==> src/design/usrl_pkg.sv <==
// Shared types, constants and table sizes of the script lookup block.
// Depends on nothing; the front, back, top-level and checker files use it by scoped names.
`default_nettype none
package usrl_pkg;

  // Table depths and set limits.
  localparam int SCRIPT_RANGES = 2048;
  localparam int EXT_RANGES    = 512;
  localparam int SET_RECORDS   = 256;
  localparam int POOL_ENTRIES  = 1024;
  localparam int MAX_SET_SIZE  = 32;
  localparam int RESULT_LIMIT  = 32;

  localparam int SR_AW   = $clog2(SCRIPT_RANGES);
  localparam int ER_AW   = $clog2(EXT_RANGES);
  localparam int SET_AW  = $clog2(SET_RECORDS);
  localparam int POOL_AW = $clog2(POOL_ENTRIES);
  localparam int SETN_W  = $clog2(SET_RECORDS) + 1;
  localparam int POOLN_W = $clog2(POOL_ENTRIES) + 1;
  // Search index and count width, wide enough to hold either table depth.
  localparam int SRCH_W  = ((SR_AW > ER_AW) ? SR_AW : ER_AW) + 1;

  localparam int Q_DEPTH = 2;
  localparam int Q_PW    = (Q_DEPTH > 1) ? $clog2(Q_DEPTH) : 1;

  localparam logic [20:0] CP_LIMIT = 21'h10FFFF;

  // Command codes.
  localparam logic [2:0] CMD_LOOKUP = 3'd0;
  localparam logic [2:0] CMD_SCRIPT = 3'd1;
  localparam logic [2:0] CMD_EXT    = 3'd2;
  localparam logic [2:0] CMD_SET    = 3'd3;
  localparam logic [2:0] CMD_POOL   = 3'd4;

  // Configuration register indexes.
  localparam logic [2:0] CFG_SCRIPT_COUNT = 3'd0;
  localparam logic [2:0] CFG_EXT_COUNT    = 3'd1;
  localparam logic [2:0] CFG_SET_COUNT    = 3'd2;
  localparam logic [2:0] CFG_POOL_COUNT   = 3'd3;
  localparam logic [2:0] CFG_UNKNOWN_ID   = 3'd4;
  localparam logic [2:0] CFG_COMMON_ID    = 3'd5;
  localparam logic [2:0] CFG_INHERITED_ID = 3'd6;

  typedef enum logic [2:0] {
    OP_LOOKUP, OP_SCRIPT, OP_EXT, OP_SET, OP_POOL, OP_NOP
  } op_t;

  typedef struct packed {
    logic [2:0]  command;
    logic [20:0] codepoint;
    logic [10:0] entry_index;
    logic [20:0] first_codepoint;
    logic [20:0] last_codepoint;
    logic [7:0]  script_value;
    logic [7:0]  set_number;
    logic [9:0]  pool_offset;
    logic [5:0]  member_count;
  } in_word_t;

  typedef struct packed {
    logic [7:0] primary_script;
    logic       primary_neutral;
    logic       has_extensions;
    logic [7:0] member_script;
    logic [4:0] member_position;
    logic       member_valid;
    logic       last;
  } out_word_t;

  // Classified word handed from the front to the back.
  typedef struct packed {
    op_t      op;
    logic     oor;
    in_word_t word;
  } qitem_t;

  typedef struct packed {
    logic [11:0] script_range_count;
    logic [9:0]  ext_range_count;
    logic [8:0]  set_record_count;
    logic [10:0] pool_count;
    logic [7:0]  unknown_script_id;
    logic [7:0]  common_script_id;
    logic [7:0]  inherited_script_id;
  } cfg_t;

  typedef struct packed {
    logic [20:0] lo;
    logic [20:0] hi;
    logic [7:0]  tag;
  } range_t;

  typedef struct packed {
    logic [9:0] offset;
    logic [5:0] count;
  } set_rec_t;

endpackage
`default_nettype wire

==> src/design/usrl_front.sv <==
// Front end: accepts input words, classifies them and queues them.
// Depends on usrl_pkg.
`default_nettype none
module usrl_front (
  input  wire logic              clk,
  input  wire logic              rst_n,
  input  wire logic              in_push,
  input  wire usrl_pkg::in_word_t in_word,
  output logic                   in_full,
  output logic                   q_valid,
  output usrl_pkg::qitem_t       q_item,
  input  wire logic              q_pop
);

  usrl_pkg::qitem_t          slot_r [usrl_pkg::Q_DEPTH];
  logic [usrl_pkg::Q_PW-1:0] wr_ptr_r, wr_ptr_nxt;
  logic [usrl_pkg::Q_PW-1:0] rd_ptr_r, rd_ptr_nxt;
  logic [usrl_pkg::Q_PW:0]   cnt_r, cnt_nxt;
  usrl_pkg::qitem_t          cls;
  logic                      do_push, do_pop;

  // Decode the command into an operation.
  always_comb begin
    cls.word = in_word;
    cls.oor  = (in_word.codepoint > usrl_pkg::CP_LIMIT);
    unique case (in_word.command)
      usrl_pkg::CMD_LOOKUP: cls.op = usrl_pkg::OP_LOOKUP;
      usrl_pkg::CMD_SCRIPT: cls.op = usrl_pkg::OP_SCRIPT;
      usrl_pkg::CMD_EXT:    cls.op = usrl_pkg::OP_EXT;
      usrl_pkg::CMD_SET:    cls.op = usrl_pkg::OP_SET;
      usrl_pkg::CMD_POOL:   cls.op = usrl_pkg::OP_POOL;
      default:              cls.op = usrl_pkg::OP_NOP;
    endcase
  end

  assign in_full = (cnt_r == (usrl_pkg::Q_PW+1)'(usrl_pkg::Q_DEPTH));
  assign q_valid = (cnt_r != '0);
  assign q_item  = slot_r[rd_ptr_r];
  assign do_push = in_push && !in_full;
  assign do_pop  = q_pop && q_valid;

  // Pointer and fill count updates.
  always_comb begin
    wr_ptr_nxt = wr_ptr_r;
    rd_ptr_nxt = rd_ptr_r;
    if (do_push) begin
      wr_ptr_nxt = (wr_ptr_r == usrl_pkg::Q_PW'(usrl_pkg::Q_DEPTH - 1)) ? '0 : wr_ptr_r + 1'b1;
    end
    if (do_pop) begin
      rd_ptr_nxt = (rd_ptr_r == usrl_pkg::Q_PW'(usrl_pkg::Q_DEPTH - 1)) ? '0 : rd_ptr_r + 1'b1;
    end
    cnt_nxt = cnt_r + (usrl_pkg::Q_PW+1)'(do_push) - (usrl_pkg::Q_PW+1)'(do_pop);
  end

  always_ff @(posedge clk) begin
    if (!rst_n) begin
      wr_ptr_r <= '0;
      rd_ptr_r <= '0;
      cnt_r    <= '0;
    end else begin
      wr_ptr_r <= wr_ptr_nxt;
      rd_ptr_r <= rd_ptr_nxt;
      cnt_r    <= cnt_nxt;
    end
  end

  // Queue storage.
  always_ff @(posedge clk) begin
    if (do_push) begin
      slot_r[wr_ptr_r] <= cls;
    end
  end

endmodule
`default_nettype wire

==> config.mk <==
export PLATFORM = sky130hd
export DESIGN_NAME = usrl_front
export DESIGN_NICKNAME = d
export VERILOG_FILES = /design/src/design/usrl_pkg.sv /design/src/design/usrl_front.sv
export SDC_FILE = /design/constraint.sdc
export NUM_CORES = 1
export LEC_CHECK = 0
export CAP_MARGIN = 20
export CORE_MARGIN = 2
export CORE_UTILIZATION = 55
export DETAILED_ROUTE_END_ITERATION = 8
export DONT_BUFFER_PORTS = 1
export PLACE_DENSITY = 0.7
export SLEW_MARGIN = 20
export SYNTH_ARGS = -nofsm -noshare
export SYNTH_HDL_FRONTEND = slang
export SYNTH_SLANG_ARGS = --single-unit
export TNS_END_PERCENT = 1
==> constraint.sdc <==
create_clock -name clk -period 7.8 [get_ports clk]
set_input_delay 0.78 -clock clk [delete_from_list [all_inputs] [get_ports clk]]
set_output_delay 0.78 -clock clk [all_outputs]
set_load 0.01 [all_outputs]
==> metrics.md, run 1 <==
| Metric | Value |
|---|---|
| Area leader, netlist | `edfxtp_1` |
| Fmax | `around 280 MHz` |
| Crit path largest cell delay | `roughly 0.96 ns` |
| Setup Fix Bufs, Post-CTS | `0` |
| Worst-Skew Late Latency | `~0.48 ns` |
| Pwr dens | `352 nW/um^2` |
| Worst hold path class | `input port to flip-flop` |
| Post-CTS sizing | `0` |
| Clock buffer depth | `3` |
| Slowest cell on the critical path | `dfxtp_4` |
| I/O Pins | `228` |
| Setup tns final | `0 ns` |
| CP delay by family, top | `flip-flops` |
| Gpl congestion | `between 0.6 and 0.7` |
| Clock sink count | `231` |
| Status | `complete, no violations` |
| WP data required | `about 7 ns` |
| Hold wc startpoint | `in_word[99]` |
| Final wirelength | `13100 um` |
| Post-synthesis cell count | `383` |
| Initial antenna violation count | `0` |
| H-tree depth | `1` |
| Unique masters post-synth | `24` |
| Antenna cell count | `0` |
| Row cnt | `46` |
| 1st-pass router iterations | `4` |
| First-pass GRT wire length | `18700 um` |
| Layout cell share with drive strength beyond 1 | `0.360` |
| CP Launch Type | `flip-flop` |
| Vias in the first global route | `3435` |
| Post-route insts no fill | `627` |
| Final setup violation count | `0` |
| 1st-iter DRT viols | `212` |
| TritonCTS clock tree | `done` |
| Ys flop type | `edfxtp_1` |
| Post-synthesis register bit count | `about 230` |
| Clk pin slew, worst setup/hold paths | `about 0.06 ns` |
| Area delta synth->final | `9.46%` |
| Number of synthesized flops with an enable pin | `226` |
| Buffers added on ports | `0` |
| Relative slew slack | `0.355` |
| VDD IR max | `about 0.24 mV` |
| Core area | `15700 sq um` |
| Via count | `3373` |
| Placed cells | `589` |
| Netlist Area Pre-Place | `8710 sq um` |
| Layout Skew | `0.00915 ns` |
| Worst slew pin tran | `0.967 ns` |
| Commonest non-fill, non-tap cell in the layout | `edfxtp_1` |
| Full die area | `~17000 sq um` |
| CTS buffer count | `23` |
| Syn nets | `498` |
| Clk Tree Root Cell | `clkbuf_16` |
| Gr ovfl total | `0` |
| Nets | `513` |
| RSZ-0062 raised after global routing | `false` |
| Die X | `roughly 130 um` |
| Cell Chain, Critical Path | `buf_4 > mux2_2` |
| Post-CTS Hold Buffers | `0` |
| Warnings from Yosys | `0` |
| Synth area leaders | `edfxtp_1 (78%), mux2_4 (12%), mux2_2 (5.6%), dfxtp_1 (1.1%), buf_6 (1.0%)` |
| Global Route Usage Sum | `0.145` |
| WP buf/inv | `1` |
| WL/cell | `20.9 um` |
| Max-cap violation count | `0` |
| FFs w/ async S/R, synth | `0` |
| Crit end category | `output port` |
| Final hold violation count | `0` |
| Largest net degree at the start of global routing | `65` |
| Post-route minimum period | `3.61 ns` |
| Tcrit/Tclk final | `0.462` |
| Worst flop-to-flop path startpoint | `cnt_r[0]` |
| Max-slew violation count | `0` |
| Highest-count cells in the layout ignoring fill and taps | `edfxtp_1 (226), mux2_4 (70), mux2_2 (43)` |
| Residual DRC count | `0` |
| Sequential fraction of the synthesis area | `0.790` |
| Kind of critical path | `flip-flop to output port` |
| Worst EP arrival | `2.83 ns` |
| Avg Inst Size Synth | `22.7 sq um` |
| Worst hold slack | `0.390 ns` |
| DP HPWL | `8530 um` |
| Leak | `approximately 3.2 nW` |
| Via/cell ratio | `5.38` |
| Final antenna-violating net count | `0` |
| Post-synth top area share | `0.779` |
| Initial core utilization | `0.557` |
| Crit Path Max Fanout | `64` |
| Die H | `130 um` |
## flip-flops by register name (all words and copies together) (netlist names), named ones only
signal    flops
slot_r      226
rd_ptr_r      1
cnt_r         2
wr_ptr_r      1
## layer usage
| layer | track usage | wire (um) | vias up |
|---|---|---|---|
| met1 | 0.168 | 4640 | 1657 |
| li1 | - | - | 1534 |
| met4 | 0.0481 | 250 | 0 |
| met2 | 0.240 | 6590 | 159 |
| met5 | 0 | 0 | - |
| met3 | 0.0701 | 1610 | 23 |
## area by class of cell
| type | instances | area, sq um |
|---|---|---|
| tap | 216 | 270 |
| sequential | 231 | 6890 |
| clock buffer | 28 | 594 |
| multi-input combinational | 135 | 1700 |
| clock inverter | 10 | 42.5 |
| fill | 1124 | 6120 |
| timing repair buffer | 4 | 30.0 |
| inverter | 3 | 11.3 |
## metrics by stage
step	setup WS (ns)	instance area, sq um	total power [mW]	util
after CTS	4.13	9540	3.41	0.609
final	4.19	9540	3.36	0.609
after global placement	4.69	8900	2.45	0.568
after floorplan	1.64	8710	2.39	-
after global routing	4.04	9540	3.50	0.609
after detailed placement	4.67	8900	2.47	0.568
## power by group
part,switching [mW],internal (mW)
Sequential,0.0996,1.60
Clock,0.396,0.535
Combinational,0.385,0.337
## worst reg2reg max path, delay by kind of cell, from the launching register on
| family | cells | cell delay (ns) |
|---|---|---|
| and+or+nand+nor | 2 | 0.81 |
| buffers and inverters | 1 | 0.80 |
| DFF | 1 | 0.37 |
## synth_stat cells (2+ instances only)
cell type	number
nand2b_1	2
ha_1	2
mux2_2	43
mux2_4	70
dfxtp_1	5
buf_2	4
nand2_1	2
and2_1	2
nor2_1	4
buf_6	8
edfxtp_1	226
inv_1	3
## final timing paths
path | to | slack [ns] | cells past startpoint
worst max register to register | slot_r[1][38] | 5.38 | 3
worst max-delay path | q_item[112] | 4.19 | 2
worst min-delay path | slot_r[1][99] | 0.39 | 0
worst min register to register | flip-flop | 0.51 | 2
## cells by family after synthesis
family,Yosys count,share of synthesized area
mux,114,0.177
compound gates,3,0.00302
buf+inv,17,0.0161
simple gates,14,0.00819
fa+ha+maj,2,0.00287
xor+xnor,2,0.00201
flops,231,0.790
Power figures use the tool's default switching activity.
==> inputs of run 2 (changes only) <==
Settings changed: PLACE_DENSITY 0.7 to 0.73.
Clock period 7.8 ns to 3.3 ns, I/O delays scaled along.
==> run 2 against run 1 <==
Clock-buffer cell count up 2. Die area unchanged. Flip-flop and latch count unchanged. Highest routed layer unchanged.
==> metrics.md, run 2 (synthesized netlist as in run 1, its figures left out) <==
| Metric | Value |
|---|---|
| Post-place setup slack | `1.41 ns (-3.26 ns)` |
| Buffers added on ports | `0 (unchanged)` |
| Core area | `15700 sq um (unchanged)` |
| I/O Pins | `228 (unchanged)` |
| Final antenna-violating net count | `0 (unchanged)` |
| Flip-flop and latch area | `6890 sq um (unchanged)` |
| Worst EP arrival | `1.94 ns (-0.89 ns)` |
| Final wirelength | `15900 um (+21%)` |
| Clock sink count | `231 (unchanged)` |
| Biggest regs | `slot_r (226), cnt_r (2)` |
| Layout cell share with drive strength beyond 1 | `0.299 (-0.0614)` |
| Clk pin slew, worst setup/hold paths | `0.06 ns (about the same)` |
| Tcrit/Tclk final | `0.687` |
| Fmax | `441 MHz` |
| RSZ-0062 raised after global routing | `false` |
| Relative slew slack | `0.496 (+0.141)` |
| Die H | `130 um (unchanged)` |
| Max-slew violation count | `0 (unchanged)` |
| Overall power | `8.74 mW (+160%)` |
| 1st-pass router iterations | `4 (unchanged)` |
| Largest net degree at the start of global routing | `71 (+9.2%)` |
| Crit Path Max Fanout | `43 (-33%)` |
| Crit end category | `output port` |
| Setup tns final | `0 ns (unchanged)` |
| Worst-Skew Late Latency | `0.49 ns (about the same)` |
| Via count | `3943 (+17%)` |
| Residual DRC count | `0 (unchanged)` |
| Global Route Usage Sum | `0.178 (+0.0331)` |
| Commonest non-fill, non-tap cell in the layout | `edfxtp_1` |
| WP data required | `2.97 ns (-4.05 ns)` |
| TritonCTS clock tree | `done` |
| Die X | `130 um (unchanged)` |
| Worst slew pin tran | `0.756 ns (-0.211 ns)` |
| Area delta synth->final | `24.9%` |
| Vias in the first global route | `4135 (+20%)` |
| Pwr dens | `804 nW/um^2 (+130%)` |
| Full die area | `16900 sq um (unchanged)` |
| Max-cap violation count | `0 (unchanged)` |
| WL/cell | `21.3 um (+2.0%)` |
| Antenna cell count | `0 (unchanged)` |
| Final hold violation count | `0 (unchanged)` |
| Initial core utilization | `0.557 (unchanged)` |
| Layout Skew | `0.00710 ns (-0.00204 ns)` |
| Status | `complete, no violations` |
| First-pass GRT wire length | `22800 um (+22%)` |
| Gr ovfl total | `0 (unchanged)` |
| Highest-count cells in the layout ignoring fill and taps | `edfxtp_1 (226), dlygate4sd3_1 (110), mux2_4 (70)` |
| Worst hold path class | `input port to flip-flop` |
| Final worst setup slack | `1.03 ns (-3.16 ns)` |
| Gpl congestion | `0.729 (+8.0%)` |
| Multi-input logic area | `1700 sq um (unchanged)` |
| Clock buffer depth | `3 (unchanged)` |
| Reg with most FFs | `slot_r` |
| CTS buffer count | `24 (+4.3%)` |
| DP HPWL | `8930 um (+4.7%)` |
| Leak | `3.81 nW (+18%)` |
| Post-route minimum period | `2.27 ns` |
| Clk Tree Root Cell | `clkbuf_16` |
| H-tree depth | `1 (unchanged)` |
| Kind of critical path | `flip-flop to output port` |
| Post-CTS sizing | `0 (unchanged)` |
| VDD IR max | `0.568 mV (+140%)` |
| Final setup violation count | `0 (unchanged)` |
| Row cnt | `46 (unchanged)` |
| Via/cell ratio | `5.29 (-1.6%)` |
| Nets | `626 (+22%)` |
| Initial antenna violation count | `0 (unchanged)` |
| CP Launch Type | `flip-flop` |
| Max FFs per register | `226 (unchanged)` |
| Filler instances | `996 (-11%)` |
| 1st-iter DRT viols | `207 (-2.4%)` |
[run 2: changes by cell type in the layout (fill, tap and decap cells not counted)]
cell | previous run | this run
buf_12 | 0 | 2
bufinv_16 | 0 | 5
clkinvlp_4 | 0 | 1
clkinv_2 | 4 | 3
clkbuf_16 | 23 | 25
clkinv_1 | 6 | 4
dlygate4sd3_1 | 0 | 110
clkinv_4 | 0 | 1
[run 2: path summary, 6_finish.rpt]
kind                          to  depth (start not counted)  slack, ns          from
hold / removal    slot_r[0][110]                          1       0.03  in_word[106]
setup / recovery       q_item[1]                          2       1.03     flip-flop
hold reg to reg        flip-flop                          2       0.51      rd_ptr_r
setup reg to reg    slot_r[1][0]                          3       1.38      cnt_r[0]
[run 2: final cells by class]
| type | instances | area share |
|---|---|---|
| tap | 216 | 0.0248 |
| clock buffer | 30 | 0.0592 |
| sequential | 231 | 0.633 |
| timing repair buffer | 116 | 0.108 |
| clock inverter | 14 | 0.0181 |
| inverter | 3 | 0.00103 |
| multi-input combinational | 135 | 0.156 |
[run 2: repair_timing]
action | in CTS | in global routing
hold buffers | 110 | 0
setup buffers | 0 | 0
hold endpoints to repair | 223 | 0
[run 2: critical path: stages (launching register included)]
cell,delay [ns]
dfxtp_4,0.35
buf_4,0.58
mux2_2,0.46
[run 2: metal layers]
layer / GRT usage / vias up / share of wire
li1: - / 1768 / -
met4: 0.0544 / 0 / 0.020
met5: 0 / - / 0
met3: 0.0672 / 27 / 0.10
met2: 0.324 / 188 / 0.52
met1: 0.194 / 1960 / 0.36
[run 2: where the power goes]
part	total [mW]	switching [mW]	internal, mW
combinational	2.02	1.11	0.905
sequential	3.91	0.127	3.79
clock	2.81	1.04	1.77
[run 2: per-stage QoR]
step	instance area, sq um	hold slack, ns	instances	util
4_1_cts	10900	0.0104	745	0.695
2_1_floorplan	8720	0.429	383	-
3_5_place_dp	8940	0.429	591	0.571
6_report	10900	0.0257	745	0.695
5_1_grt	10900	0.0247	745	0.695
3_3_place_gp	8940	0.429	591	0.571
